<file path="config.mk">
export PLATFORM = sky130hd
export DESIGN_NAME = memory_pressure_hysteresis_monitor_core
export DESIGN_NICKNAME = d
export VERILOG_FILES = /design/src/design/mphm_pkg.sv /design/src/design/memory_pressure_hysteresis_monitor_core.sv /design/src/design/mphm_level.sv
export SDC_FILE = /design/constraint.sdc
export NUM_CORES = 2
export LEC_CHECK = 0
export BUFFER_PORTS_ARGS = -buffer_cell sky130_fd_sc_hd__buf_2
export CORE_ASPECT_RATIO = 1.4
export CORE_MARGIN = 3
export CORE_UTILIZATION = 48
export CTS_CLUSTER_SIZE = 40
export DETAILED_ROUTE_END_ITERATION = 7
export PLACE_DENSITY = 0.68
export SLEW_MARGIN = 20
export SYNTH_ARGS = -nofsm -noshare
export SYNTH_HDL_FRONTEND = slang
export SYNTH_SLANG_ARGS = --single-unit
</file>
<file path="constraint.sdc">
create_clock -name clk -period 10.7 [get_ports clk]
set_input_delay 1.07 -clock clk [delete_from_list [all_inputs] [get_ports clk]]
set_output_delay 1.07 -clock clk [all_outputs]
set_load 0.03 [all_outputs]
</file>
<file path="src/design/mphm_pkg.sv">
`timescale 1ns / 1ps

package mphm_pkg;

	localparam int DATA_W = 32;
	localparam int TIME_W = 64;
	localparam int MASK_W = 4;
	localparam int FAIL_W = 3;
	localparam int INC_W  = 3;
	localparam int CFG_IDX_W = 3;

	localparam int BIT_GUEST   = 0;
	localparam int BIT_FREE    = 1;
	localparam int BIT_LARGEST = 2;
	localparam int BIT_FAILURE = 3;

	localparam int FR_QUOTA     = 0;
	localparam int FR_ALLOCATOR = 1;
	localparam int FR_NATIVE    = 2;

	localparam logic [DATA_W-1:0] DATA_MAX = {DATA_W{1'b1}};

	localparam logic [DATA_W-1:0] RST_GUEST_ENTER   = 32'd32768;
	localparam logic [DATA_W-1:0] RST_GUEST_EXIT    = 32'd49152;
	localparam logic [DATA_W-1:0] RST_FREE_ENTER    = 32'd24576;
	localparam logic [DATA_W-1:0] RST_FREE_EXIT     = 32'd36864;
	localparam logic [DATA_W-1:0] RST_LARGEST_ENTER = 32'd16384;
	localparam logic [DATA_W-1:0] RST_LARGEST_EXIT  = 32'd24576;
	localparam logic [DATA_W-1:0] RST_RECOVERY      = 32'd500000;

	typedef enum logic [1:0] {
		OP_SAMPLE,
		OP_VM_REPORT,
		OP_NATIVE_FAIL,
		OP_UNUSED
	} op_t;

	typedef enum logic [CFG_IDX_W-1:0] {
		CFG_GUEST_ENTER,
		CFG_GUEST_EXIT,
		CFG_FREE_ENTER,
		CFG_FREE_EXIT,
		CFG_LARGEST_ENTER,
		CFG_LARGEST_EXIT,
		CFG_RECOVERY
	} cfg_idx_t;

	// Running view of the mask while one item's updates are applied in order.
	typedef struct packed {
		logic [MASK_W-1:0] mask;
		logic [MASK_W-1:0] eflags;
		logic [INC_W-1:0]  incs;
	} mphm_chain_t;

	function automatic logic [DATA_W-1:0] sat_add(input logic [DATA_W-1:0] a,
		input logic [DATA_W-1:0] b);
		logic [DATA_W:0] sum;
		sum = {1'b0, a} + {1'b0, b};
		return sum[DATA_W] ? DATA_MAX : sum[DATA_W-1:0];
	endfunction

	// One mask update; a change from no flags to some flags opens an episode.
	function automatic mphm_chain_t mphm_apply(input mphm_chain_t s,
		input logic [MASK_W-1:0] m);
		mphm_chain_t r;
		r = s;
		if (m != s.mask) begin
			if (s.mask == '0) begin
				r.incs   = s.incs + INC_W'(1);
				r.eflags = '0;
			end
			r.mask   = m;
			r.eflags = r.eflags | m;
		end
		return r;
	endfunction

endpackage

</file>
<file path="src/design/memory_pressure_hysteresis_monitor_core.sv">
`timescale 1ns / 1ps

// Memory-pressure hysteresis monitor.
// Input channel (in_valid/in_ready) carries one item: a sample, a VM failure
// report or a native allocation failure event, each stamped with now_us.
// Output channel (out_valid/out_ready) returns exactly one result item per
// input item, showing the pressure mask, episode data and failure totals as
// they stand after that item.
// An accepted item is held in an input register and evaluated when
// no result is waiting or out_ready is high; then the state and the result
// register load together. One item per cycle holds while out_ready is high.
// The result outputs are the state registers themselves plus mask_changed,
// so a result stays on the ports until the next item is evaluated.
// When the receiver stalls, the waiting input item stays in its register and
// in_ready drops; nothing is lost and acceptance resumes with out_ready.
// The user writes threshold registers via cfg_we/cfg_index/cfg_data while
// the block is idle (not enforced); an index beyond the list is ignored.
// Reset clears all flags, counters and healthy markers, loads the default
// thresholds and leaves both channels empty.
module memory_pressure_hysteresis_monitor_core import mphm_pkg::*; (
	input  logic                 clk,
	input  logic                 arst_n,
	input  logic                 cfg_we,
	input  logic [CFG_IDX_W-1:0] cfg_index,
	input  logic [DATA_W-1:0]    cfg_data,
	input  logic                 in_valid,
	output logic                 in_ready,
	input  logic [1:0]           operation,
	input  logic [TIME_W-1:0]    now_us,
	input  logic [DATA_W-1:0]    heap_used,
	input  logic [DATA_W-1:0]    heap_limit,
	input  logic                 sizes_valid,
	input  logic [DATA_W-1:0]    free_size,
	input  logic [DATA_W-1:0]    largest_block,
	input  logic [DATA_W-1:0]    quota_cnt,
	input  logic [DATA_W-1:0]    alloc_cnt,
	input  logic [DATA_W-1:0]    failure_count,
	output logic                 out_valid,
	input  logic                 out_ready,
	output logic [MASK_W-1:0]    pressure_mask,
	output logic [DATA_W-1:0]    episode_number,
	output logic [MASK_W-1:0]    episode_causes,
	output logic [FAIL_W-1:0]    fail_causes,
	output logic [DATA_W-1:0]    quota_failures,
	output logic [DATA_W-1:0]    alloc_fail_total,
	output logic [DATA_W-1:0]    native_fail_total,
	output logic                 mask_changed,
	output logic [DATA_W-1:0]    guest_headroom
);

	// Configuration registers.
	logic [DATA_W-1:0] guest_enter_q, guest_exit_q;
	logic [DATA_W-1:0] free_enter_q, free_exit_q;
	logic [DATA_W-1:0] largest_enter_q, largest_exit_q;
	logic [DATA_W-1:0] recovery_q;

	always_ff @(posedge clk or negedge arst_n) begin
		if (!arst_n) begin
			guest_enter_q   <= RST_GUEST_ENTER;
			guest_exit_q    <= RST_GUEST_EXIT;
			free_enter_q    <= RST_FREE_ENTER;
			free_exit_q     <= RST_FREE_EXIT;
			largest_enter_q <= RST_LARGEST_ENTER;
			largest_exit_q  <= RST_LARGEST_EXIT;
			recovery_q      <= RST_RECOVERY;
		end else if (cfg_we) begin
			unique case (cfg_idx_t'(cfg_index))
				CFG_GUEST_ENTER:   guest_enter_q   <= cfg_data;
				CFG_GUEST_EXIT:    guest_exit_q    <= cfg_data;
				CFG_FREE_ENTER:    free_enter_q    <= cfg_data;
				CFG_FREE_EXIT:     free_exit_q     <= cfg_data;
				CFG_LARGEST_ENTER: largest_enter_q <= cfg_data;
				CFG_LARGEST_EXIT:  largest_exit_q  <= cfg_data;
				CFG_RECOVERY:      recovery_q      <= cfg_data;
				default: ;
			endcase
		end
	end

	// Input stage. Guest headroom is worked out on the way in so that the
	// evaluation cycle only has to compare it.
	logic              valid_s1;
	op_t               op_s1;
	logic [TIME_W-1:0] now_s1;
	logic [DATA_W-1:0] headroom_s1;
	logic              limit_nz_s1;
	logic              nvalid_s1;
	logic [DATA_W-1:0] free_s1, largest_s1, quota_s1, alloc_s1;
	logic              fcount_nz_s1;
	logic [DATA_W-1:0] headroom_in;
	logic              advance;
	logic              out_valid_q;

	assign headroom_in = (heap_limit > heap_used) ? (heap_limit - heap_used) : '0;
	assign advance     = valid_s1 && (!out_valid_q || out_ready);
	assign in_ready    = !valid_s1 || advance;

	always_ff @(posedge clk or negedge arst_n) begin
		if (!arst_n) begin
			valid_s1 <= 1'b0;
		end else if (in_valid && in_ready) begin
			valid_s1 <= 1'b1;
		end else if (advance) begin
			valid_s1 <= 1'b0;
		end
	end

	always_ff @(posedge clk) begin
		if (in_valid && in_ready) begin
			op_s1        <= op_t'(operation);
			now_s1       <= now_us;
			headroom_s1  <= headroom_in;
			limit_nz_s1  <= heap_limit != '0;
			nvalid_s1    <= sizes_valid;
			free_s1      <= free_size;
			largest_s1   <= largest_block;
			quota_s1     <= quota_cnt;
			alloc_s1     <= alloc_cnt;
			fcount_nz_s1 <= failure_count != '0;
		end
	end

	// Monitor state; it doubles as the result register.
	logic [MASK_W-1:0] mask_q, eflags_q;
	logic [DATA_W-1:0] episode_q;
	logic [FAIL_W-1:0] fflags_q;
	logic [TIME_W-1:0] last_fail_q;
	logic [DATA_W-1:0] quota_q, alloc_q, native_q, pending_q, headroom_q;
	logic              changed_q;

	logic is_sample, is_report, pend_nz;
	logic guest_en, native_en;
	logic guest_bit, free_bit, largest_bit;

	assign is_sample = op_s1 == OP_SAMPLE;
	assign is_report = (op_s1 == OP_VM_REPORT) && fcount_nz_s1;
	assign pend_nz   = pending_q != '0;
	assign guest_en  = is_sample && limit_nz_s1;
	assign native_en = is_sample && nvalid_s1;

	mphm_level u_guest (
		.clk    (clk),
		.arst_n (arst_n),
		.upd    (advance && guest_en),
		.value  (headroom_s1),
		.enter  (guest_enter_q),
		.leave  (guest_exit_q),
		.now    (now_s1),
		.rec    (recovery_q),
		.flag   (mask_q[BIT_GUEST]),
		.flag_n (guest_bit)
	);

	mphm_level u_free (
		.clk    (clk),
		.arst_n (arst_n),
		.upd    (advance && native_en),
		.value  (free_s1),
		.enter  (free_enter_q),
		.leave  (free_exit_q),
		.now    (now_s1),
		.rec    (recovery_q),
		.flag   (mask_q[BIT_FREE]),
		.flag_n (free_bit)
	);

	mphm_level u_largest (
		.clk    (clk),
		.arst_n (arst_n),
		.upd    (advance && native_en),
		.value  (largest_s1),
		.enter  (largest_enter_q),
		.leave  (largest_exit_q),
		.now    (now_s1),
		.rec    (recovery_q),
		.flag   (mask_q[BIT_LARGEST]),
		.flag_n (largest_bit)
	);

	// Failure flag recovery. When pending native failures are consumed by
	// this sample the last failure time becomes now, so no time has passed.
	logic [TIME_W-1:0] fail_diff;
	logic              fail_ok;

	assign fail_diff = now_s1 - last_fail_q;
	assign fail_ok   = pend_nz ? (recovery_q == '0)
	                           : (fail_diff >= {{(TIME_W-DATA_W){1'b0}}, recovery_q});

	// The mask updates of one item are applied in the same order as the
	// checks, each one able to open an episode of its own.
	mphm_chain_t c0, c1, c2, c3, c4, c5, c_fin;
	logic [MASK_W-1:0] m_tmp;

	always_comb begin
		c0.mask   = mask_q;
		c0.eflags = eflags_q;
		c0.incs   = '0;
		m_tmp     = mask_q | MASK_W'(1 << BIT_FAILURE);
		c1 = (is_sample && pend_nz) ? mphm_apply(c0, m_tmp) : c0;
		m_tmp = c1.mask;
		m_tmp[BIT_GUEST] = guest_bit;
		c2 = guest_en ? mphm_apply(c1, m_tmp) : c1;
		m_tmp = c2.mask;
		m_tmp[BIT_FREE] = free_bit;
		c3 = native_en ? mphm_apply(c2, m_tmp) : c2;
		m_tmp = c3.mask;
		m_tmp[BIT_LARGEST] = largest_bit;
		c4 = native_en ? mphm_apply(c3, m_tmp) : c3;
		m_tmp = c4.mask;
		m_tmp[BIT_FAILURE] = 1'b0;
		c5 = (c4.mask[BIT_FAILURE] && fail_ok) ? mphm_apply(c4, m_tmp) : c4;
		m_tmp = mask_q | MASK_W'(1 << BIT_FAILURE);
		if (is_sample) begin
			c_fin = c5;
		end else if (is_report) begin
			c_fin = mphm_apply(c0, m_tmp);
		end else begin
			c_fin = c0;
		end
	end

	logic [DATA_W:0]   episode_sum;
	logic [DATA_W-1:0] episode_n;

	assign episode_sum = {1'b0, episode_q} + (DATA_W+1)'(c_fin.incs);
	assign episode_n   = episode_sum[DATA_W] ? DATA_MAX : episode_sum[DATA_W-1:0];

	always_ff @(posedge clk or negedge arst_n) begin
		if (!arst_n) begin
			mask_q      <= '0;
			eflags_q    <= '0;
			episode_q   <= '0;
			fflags_q    <= '0;
			last_fail_q <= '0;
			quota_q     <= '0;
			alloc_q     <= '0;
			native_q    <= '0;
			pending_q   <= '0;
			headroom_q  <= '0;
			changed_q   <= 1'b0;
		end else if (advance) begin
			mask_q    <= c_fin.mask;
			eflags_q  <= c_fin.eflags;
			episode_q <= episode_n;
			changed_q <= c_fin.mask != mask_q;
			case (op_s1)
				OP_SAMPLE: begin
					headroom_q <= headroom_s1;
					if (pend_nz) begin
						native_q              <= sat_add(native_q, pending_q);
						pending_q             <= '0;
						fflags_q[FR_NATIVE]   <= 1'b1;
						last_fail_q           <= now_s1;
					end
				end
				OP_VM_REPORT: begin
					if (fcount_nz_s1) begin
						quota_q     <= sat_add(quota_q, quota_s1);
						alloc_q     <= sat_add(alloc_q, alloc_s1);
						last_fail_q <= now_s1;
						if (quota_s1 != '0) begin
							fflags_q[FR_QUOTA] <= 1'b1;
						end
						if (alloc_s1 != '0) begin
							fflags_q[FR_ALLOCATOR] <= 1'b1;
						end
					end
				end
				OP_NATIVE_FAIL: begin
					pending_q <= sat_add(pending_q, DATA_W'(1));
				end
				default: ;
			endcase
		end
	end

	always_ff @(posedge clk or negedge arst_n) begin
		if (!arst_n) begin
			out_valid_q <= 1'b0;
		end else if (advance) begin
			out_valid_q <= 1'b1;
		end else if (out_ready) begin
			out_valid_q <= 1'b0;
		end
	end

	assign out_valid         = out_valid_q;
	assign pressure_mask     = mask_q;
	assign episode_number    = episode_q;
	assign episode_causes    = eflags_q;
	assign fail_causes       = fflags_q;
	assign quota_failures    = quota_q;
	assign alloc_fail_total  = alloc_q;
	assign native_fail_total = native_q;
	assign mask_changed      = changed_q;
	assign guest_headroom    = headroom_q;

	// Every evaluated item leaves a result behind.
	a_advance_result: assert property (@(posedge clk) disable iff (!arst_n)
		advance |=> out_valid_q)
		else $error("evaluated item produced no result");

	// An accepted item always reaches the input stage.
	a_accept_stage: assert property (@(posedge clk) disable iff (!arst_n)
		(in_valid && in_ready) |=> valid_s1)
		else $error("accepted item missing from input stage");

	// The episode number saturates and never goes back.
	a_episode_mono: assert property (@(posedge clk) disable iff (!arst_n)
		1'b1 |=> episode_q >= $past(episode_q))
		else $error("episode number decreased");

	// Every active flag has been recorded as a reason of the current episode.
	a_reasons_cover: assert property (@(posedge clk) disable iff (!arst_n)
		(mask_q & ~eflags_q) == '0)
		else $error("active flag missing from episode reasons");

endmodule

</file>
<file path="src/design/mphm_level.sv">
`timescale 1ns / 1ps

module mphm_level import mphm_pkg::*; (
	input  logic              clk,
	input  logic              arst_n,
	input  logic              upd,
	input  logic [DATA_W-1:0] value,
	input  logic [DATA_W-1:0] enter,
	input  logic [DATA_W-1:0] leave,
	input  logic [TIME_W-1:0] now,
	input  logic [DATA_W-1:0] rec,
	input  logic              flag,
	output logic              flag_n
);

	logic              hvalid_q;
	logic [TIME_W-1:0] hstart_q;
	logic              hvalid_n;
	logic              load_start;
	logic              below;
	logic              healthy;
	logic              elapsed;
	logic [TIME_W-1:0] diff;

	assign below   = value < enter;
	assign healthy = value >= leave;
	assign diff    = now - hstart_q;
	// A fresh healthy start is this sample's time, so zero time has passed.
	assign elapsed = hvalid_q ? (diff >= {{(TIME_W-DATA_W){1'b0}}, rec}) : (rec == '0);

	always_comb begin
		flag_n     = flag;
		hvalid_n   = hvalid_q;
		load_start = 1'b0;
		if (below) begin
			hvalid_n = 1'b0;
			flag_n   = 1'b1;
		end else if (flag) begin
			if (healthy) begin
				if (!hvalid_q) begin
					hvalid_n   = 1'b1;
					load_start = 1'b1;
				end
				if (elapsed) begin
					flag_n = 1'b0;
				end
			end else begin
				hvalid_n = 1'b0;
			end
		end
	end

	always_ff @(posedge clk or negedge arst_n) begin
		if (!arst_n) begin
			hvalid_q <= 1'b0;
		end else if (upd) begin
			hvalid_q <= hvalid_n;
		end
	end

	always_ff @(posedge clk) begin
		if (upd && load_start) begin
			hstart_q <= now;
		end
	end

endmodule
</file>
# Yosys cells after proc, flatten, opt, wreduce, memory -nomap -nowiden
# Index checks and enable logic that the tools add are counted.
[totals] reg_bits=918 latch_bits=0 mem_bits_rw=0 mem_bits_ro=0 inputBits=331 out_inout_bits=174 word_cells=215 n_memories=0
[op_classes] addsub=14 mul=0 div=0 magnitude_cmp=11 n_eq_ne=15 n_shift=0 mux=76 bitwise_logic=6 n_reduce_logical=55
[ops] cell="$ge 64x32->1" n=4
[ops] cell="$sub 64x64->64" n=4
[ops] cell="$mux 32" n=6
[ops] cell="$reduce_bool 32->1" n=5
[ops] cell="$mux 64" n=2
[ops] cell="$pmux 64 s2" n=1
[ops] cell="$mux 7" n=15
[ops] cell="$add 32x32->33" n=3
[ops] cell="$ge 32x32->1" n=3
[ops] cell="$lt 32x32->1" n=3
[ops] cell="$pmux 32 s2" n=1
[ops] cell="$mux 11" n=4
[ops] cell="$mux 1" n=41
[ops] cell="$add 32x1->33 const B" n=1
[ops] cell="$add 32x3->33" n=1
[ops] cell="$gt 32x32->1" n=1
[ops] cell="$logic_not 32->1" n=1
[ops] cell="$sub 32x32->32" n=1
[ops] cell="$reduce_and 2->1" n=11
[ops] cell="$logic_not 4->1" n=5
[ops] cell="$mux 10" n=2
[ops] cell="$or 4x4->4" n=5
[ops] cell="$mux 9" n=2
[ops] cell="$mux 8" n=2
[ops] cell="other kinds (19)" n=53

# Longest topological paths before layout
[logic_depth] ltp_word=33 depth_mapped=44 depth_no_buf=43

# Hierarchy
# A second synthesis with hierarchy kept.
[hier_totals] hier_cells=6799 hier_area_um2=64519.4
[modules_own_cells] module="memory_pressure_hysteresis_monitor_core" instances=1 cells_each=3425 area_per_inst_um2=37823.8 seq_area_each_um2=19259.7
[modules_own_cells] module="mphm_level (u_free ...)" instances=2 cells_each=1153 area_per_inst_um2=9037.4 seq_area_each_um2=1946.9
[modules_own_cells] module="mphm_level (u_largest)" instances=1 cells_each=1068 area_per_inst_um2=8620.8 seq_area_each_um2=1946.9

# Least setup slack after synthesis
# No wires, ideal clock.
[synth_timing] path_kind="flip-flop to flip-flop" start="register now_s1[0]" end="register episode_q[31], in the netlist episode_number[31]" setup_ns=0.119 t_arrival_ns=8.131 required_time_ns=10.581 slack_ns=2.450 stages_incl_launch_ff=42 path_buffers=0 synth_period_minus_slack_ns=8.250 cell_sequence="edfxtp_1 > inv_1 > ha_1 > inv_1 > fa_1 > a211oi_1 > o211a_1 > or3_1 > a21o_1 > nand2_1 > nor2_1 > o21bai_1 > xor2_1 > ha_1 > a21o_1 > a2111oi_0 > o2111ai_1 > nor3_1 > (+6 left out) > nand2_1 > mux2_2 > ha_1 > mux2_2 > ha_1 > mux2_2 > ha_1 > a21o_1 > a21oi_1 > nor2_1 > and3_1 > nor2b_1 > nor2b_1 > nor2b_1 > and3_1 > and3_1 > nand3_1 > o21a_1"
[synth_via] elab_chain_cells=28 word_cells_on_any_way=51 cone_classes="add/sub: 8; order compare: 4; eq/ne: 3; mux: 32; reduce/logical: 4"
[synth_rtl] element="from (decl)" line="memory_pressure_hysteresis_monitor_core.sv:84" rtl="logic [TIME_W-1:0] now_s1;"
[synth_rtl] element="from (signal assigned)" line="memory_pressure_hysteresis_monitor_core.sv:111" rtl="now_s1 <= now_us;"
[synth_rtl] element="$sub 64x64->64" line="mphm_level.sv:27" rtl="assign diff = now - hstart_q;"
[synth_rtl] element="$ge 64x32->1" line="mphm_level.sv:29" rtl="assign elapsed = hvalid_q ? (diff >= {{(TIME_W-DATA_W){1'b0}}, rec}) : (rec == '0);"
[synth_rtl] element="$mux 1" line="mphm_level.sv:29"
[synth_rtl] element="$mux 1" line="mphm_level.sv:44" rtl="if (elapsed) begin"
[synth_rtl] element="$mux 1" line="mphm_level.sv:39" rtl="if (healthy) begin"
[synth_rtl] element="$mux 1" line="mphm_level.sv:38" rtl="end else if (flag) begin"
[synth_rtl] element="$mux 1" line="mphm_level.sv:35" rtl="if (below) begin"
[synth_rtl] element="$ne 1x1->1" line="mphm_pkg.sv:67" rtl="if (m != s.mask) begin"
[synth_rtl] element="(+11 left out)"
[synth_rtl] element="$mux 10" line="memory_pressure_hysteresis_monitor_core.sv:208" rtl="c4 = native_en ? mphm_apply(c3, m_tmp) : c3;"
[synth_rtl] element="$add 3x1->3" line="mphm_pkg.sv:69" rtl="r.incs = s.incs + INC_W'(1);"
[synth_rtl] element="$mux 7" line="mphm_pkg.sv:68" rtl="if (s.mask == '0) begin"
[synth_rtl] element="$mux 7 (2 in series)" line="mphm_pkg.sv:67"
[synth_rtl] element="$mux 11 (*)" line="memory_pressure_hysteresis_monitor_core.sv:211" rtl="c5 = (c4.mask[BIT_FAILURE] && fail_ok) ? mphm_apply(c4, m_tmp) : c4;"
[synth_rtl] element="$mux 11 (*)" line="memory_pressure_hysteresis_monitor_core.sv:213" rtl="if (is_sample) begin"
[synth_rtl] element="$add 32x3->33 (*)" line="memory_pressure_hysteresis_monitor_core.sv:225" rtl="assign episode_sum = {1'b0, episode_q} + (DATA_W+1)'(c_fin.incs);"
[synth_rtl] element="$mux 32 (*)" line="memory_pressure_hysteresis_monitor_core.sv:226" rtl="assign episode_n = episode_sum[DATA_W] ? DATA_MAX : episode_sum[DATA_W-1:0];"
[synth_rtl] element="to (signal assigned)" line="memory_pressure_hysteresis_monitor_core.sv:244" rtl="episode_q <= episode_n;"
[synth_rtl] element="to (decl)" line="memory_pressure_hysteresis_monitor_core.sv:125" rtl="logic [DATA_W-1:0] episode_q;"
# Mark *: on every way between the ends. The rest lies on a longest branch, timed or not. The select of a mux whose other input is x is not followed.
# A chain may end at the register's enable or synchronous reset.

# Worst setup path after layout
[layout_timing] start="register now_s1[5]" end="register episode_q[31], in the netlist episode_number[31]"
# Same word-level chain as after synthesis.

==> metrics.md <==
| Metric | Value |
|---|---|
| Run status | completed |
| Initial antenna violation count | 34 |
| GRT met1 Usage | 33.1% |
| Part of the power in registers | 33.5% |
| Grt peak-use layer | met2 |
| I/O Buffers | 504 |
| Wire length per cell | around 23 um |
| Met3 global-route usage | about 5.0% |
| WP data arrival | 10.62 ns |
| Die height | ~440 um |
| RSZ-0062 raised after global routing | false |
| Pwr Density | between 150 and 200 nW/um^2 |
| R2R cell count | 38 |
| Async SR Flop Fraction | 54.1% |
| GRT Total Usage | between 20 and 30% |
| CTS Root Cell | clkbuf_16 |
| Worst Path Required | roughly 11 ns |
| Peak supply drop | approximately 150 uV |
| # rows | ~160 |
| Post-DR vias/cell | roughly 5.9 |
| CTS max path bufs | 3 |
| Post-Syn Area | between 60000 and 70000 um^2 |
| Routed WL | approximately 210000 um |
| Cells after Synth | slightly below 7000 |
| Total die area | roughly 140000 um^2 |
| Type of the worst min-delay path | input port to asynchronous set/reset pin |
| Seq/Total Area, Yosys | 39.1% |
| Critical path launch point type | flop |
| Slew Viols, Final | 0 |
| Post-synth EDFFs | 421 |
| Gr ovfl total | 0 |
| CP Capture Type | flop |
| Clock Pin Slew Worst Setup and Hold Paths | approximately 0.07 ns |
| Crit-path most repeated cell | ha_1 |
| Main synth FF type | dfrtp_1 |
| Int Power | 8.62 mW |
| Fmax achieved | 99.8 MHz |
| Fin nets | 8372 |
| Most common cell after layout, fill and taps aside | ha_1 |
| Fin Clk Skew | 0.0278 ns |
| CTS Buf Count | 96 |
| Crit share post-route | approximately 94% |
| Flops & latches, synth | slightly above 900 |
| Comb power frac | 41.9% |
| CTS Sinks | just over 900 |
| Leakage power | between 30 and 40 nW |
| Crit-path slowest cell | o211ai_1 |
| Core area | 133000 um^2 |
| CTS tree | done |
| CTS H-tree depth | 3 |
| Layout cells sized above 1 | between 10% and 20% |
| Relative slew slack | 21.3% |
| Routed via count | approximately 54000 |
| Critical path class | flop to flop |
| Initial DRC count | 3543 |
| # placed instances | around 9000 |
| First-pass GRT wire length | 317000 um |
| Starting Density | 48.4% |
| Synth cell types | 95 |
| Synthesized area per cell | 9.34 um^2 |
| Net load switching power | ~5.6 mW |
| Fin. Hold Viols | 0 |
| Max-Cap Viols | 0 |
| Critical-path maximum fanout | 8 |
| Vias in the first global route | 54809 |
| Area Growth Syn to Fin | 12.2% |
| Setup TNS | 0 ns |
| Worst flop-to-flop path endpoint | episode_number[31] |
| Setup violators final | 0 |
| Final ANT Viol Nets | 0 |
| DRT Pass-1 Iters | 7 |
| DP HPWL | around 170000 um |
| Non-Filler Instances | 9187 |
| Min Tclk post-route | roughly 10 ns |
| Switching portion of total power | between 30% and 40% |
| Most frequent cells in the layout | 705 x ha_1, 664 x inv_1, 558 x nand2_1, 543 x a21oi_1, 503 x buf_2 |
| CP max stage delay | 0.54 ns |
| Largest net degree at the start of global routing | between 100 and 150 |
| Routability Congestion | between 0.9 and 1 |
| CTS Hold Bufs | 0 |
| Worst-Skew Late Latency | 0.72 ns |
| Clock Power Share | roughly a quarter |
| Post-synth net total | slightly below 8000 |
| DIE WIDTH | 315 um |
| Worst hold slack | 0.390 ns |
| Yosys warnings | 0 |
| FF-to-FF Start | now_s1[5] |
| DRC | 0 |
| Boundary pin count | about 510 |
| Worst-margin pin slew | 1.17 ns |
| Reg2reg setup slack | roughly 0.68 ns |
| M2 GR Usage | about 54% |
==> cells in the mapped netlist, types with 12 or more instances <==
library cell  number  area share, %
dfstp_2           17           0.70
nor3_1           118           0.92
a211o_1           16           0.22
a21boi_0          26           0.30
and2_1            29           0.28
ha_1             705             14
a21oi_1          543            4.2
o22a_1            68           0.93
xor2_1           117            1.6
nor2_1           436            2.5
o211ai_1          41           0.48
inv_1            664            3.9
mux2i_1           21           0.33
o22ai_1           14           0.14
o31a_1            14           0.19
o2111ai_1         24           0.33
dfrtp_1          480             19
nand2b_1          72           0.70
a31oi_1           60           0.58
nand2_1          559            3.3
a41oi_1           12           0.16
nand4_1          157            1.5
xnor2_1          170            2.3
nor4_1            83           0.81
or2_2             29           0.28
nand4b_1          13           0.18
o21ai_0          495            3.9
and4_1            18           0.25
clkbuf_1         201            1.2
or3_1             39           0.38
nand3b_1          16           0.19
mux2_2           201            3.5
a211oi_1          56           0.66
and3_1            83           0.81
a221oi_1          16           0.22
nor2b_1           73           0.71
o21bai_1          50           0.58
edfxtp_1         421             20
o31ai_1           20           0.23
nand3_1          131            1.0
o21a_1            76           0.89
nor3b_1           20           0.23
a2111oi_0         22           0.30
a21o_1           223            2.6
a311oi_1          14           0.19
==> routing by layer <==
metal  share of wire (%)  wire [um]
met5               0.075        156
met1                  38      79900
met4                 5.4      11300
met3                 5.1      10700
met2                  51     106000
==> worst max path at each step <==
stage,start,to,slack [ns],depth (start not counted)
after floorplan,now_s1[0],episode_number[31],2.45,41
after detailed placement,now_s1[2],episode_number[31],0.66,40
after global routing,now_s1[0],episode_number[31],0.007,41
final,now_s1[5],episode_number[31],0.68,38
after global placement,now_s1[4],episode_number[31],0.84,40
after CTS,now_s1[2],episode_number[31],0.60,40
==> state kept, by name, indices dropped and copies added, names as in the netlist, 64 cells and up <==
signal              count
u_free.hstart_q        64
u_guest.hstart_q       64
last_fail_q            64
u_largest.hstart_q     64
now_s1                 64
==> layout make-up <==
class	instances	area, um^2
fillers	12078	60600
multi-input cells	5076	35900
flip-flops and latches	918	25100
repair buffers	570	3070
clock buffers	127	2660
inverters	665	2500
well taps	1760	2200
clock inverters	54	612
diodes	17	42.5
==> cell families (layout without fill, tap and decap cells) <==
group	after synthesis	count (layout)	share of synthesized area [%]
AOI/OAI and AO/OA	1943	1943	19.3
and+or+nand+nor	1909	1909	14.6
DFF	918	918	39.1
buffers and inverters	880	1416	5.19
adders and majority gates	714	714	14.0
xor gates and xnor gates	287	287	3.92
muxes	223	223	3.89
other	0	17	0
==> critical path: cells and delay by family (launching register included) <==
kind,cells,cell delay (ns)
AO/OA/AOI/OAI,14,3.36
flip-flops,1,0.52
AND/OR/NAND/NOR,15,3.41
XOR/XNOR,1,0.17
multiplexers,3,0.90
adder cells (fa/ha/maj),5,1.53
==> stage by stage <==
| stage | power [mW] | utilization, % | instance area (um^2) | worst slack [ns] |
|---|---|---|---|---|
| after floorplan | 8.98 | - | 64200 | 2.45 |
| after global placement | 10.6 | 51.8 | 68700 | 0.842 |
| after detailed placement | 10.7 | 51.8 | 68700 | 0.656 |
| after CTS | 14.3 | 54.3 | 72000 | 0.603 |
| after global routing | 15.1 | 54.3 | 72000 | 0.00716 |
| final | 14.2 | 54.3 | 72000 | 0.683 |
==> power by group through the flow <==
stage	combinational [mW]	clock [mW]	sequential (mW)
global route	6.59	3.72	4.83
finish	5.96	3.50	4.76
global placement	5.81	0	4.80
floorplan	3.85	0	5.12
detailed placement	5.90	0	4.82
CTS	5.94	3.58	4.76
==> timing repair <==
item,in CTS,in global routing
endpoints found under the hold margin,0,0
gates resized for setup,0,1
buffers inserted,0,0
setup endpoints to repair,0,1
Power figures use the tool's default switching activity.
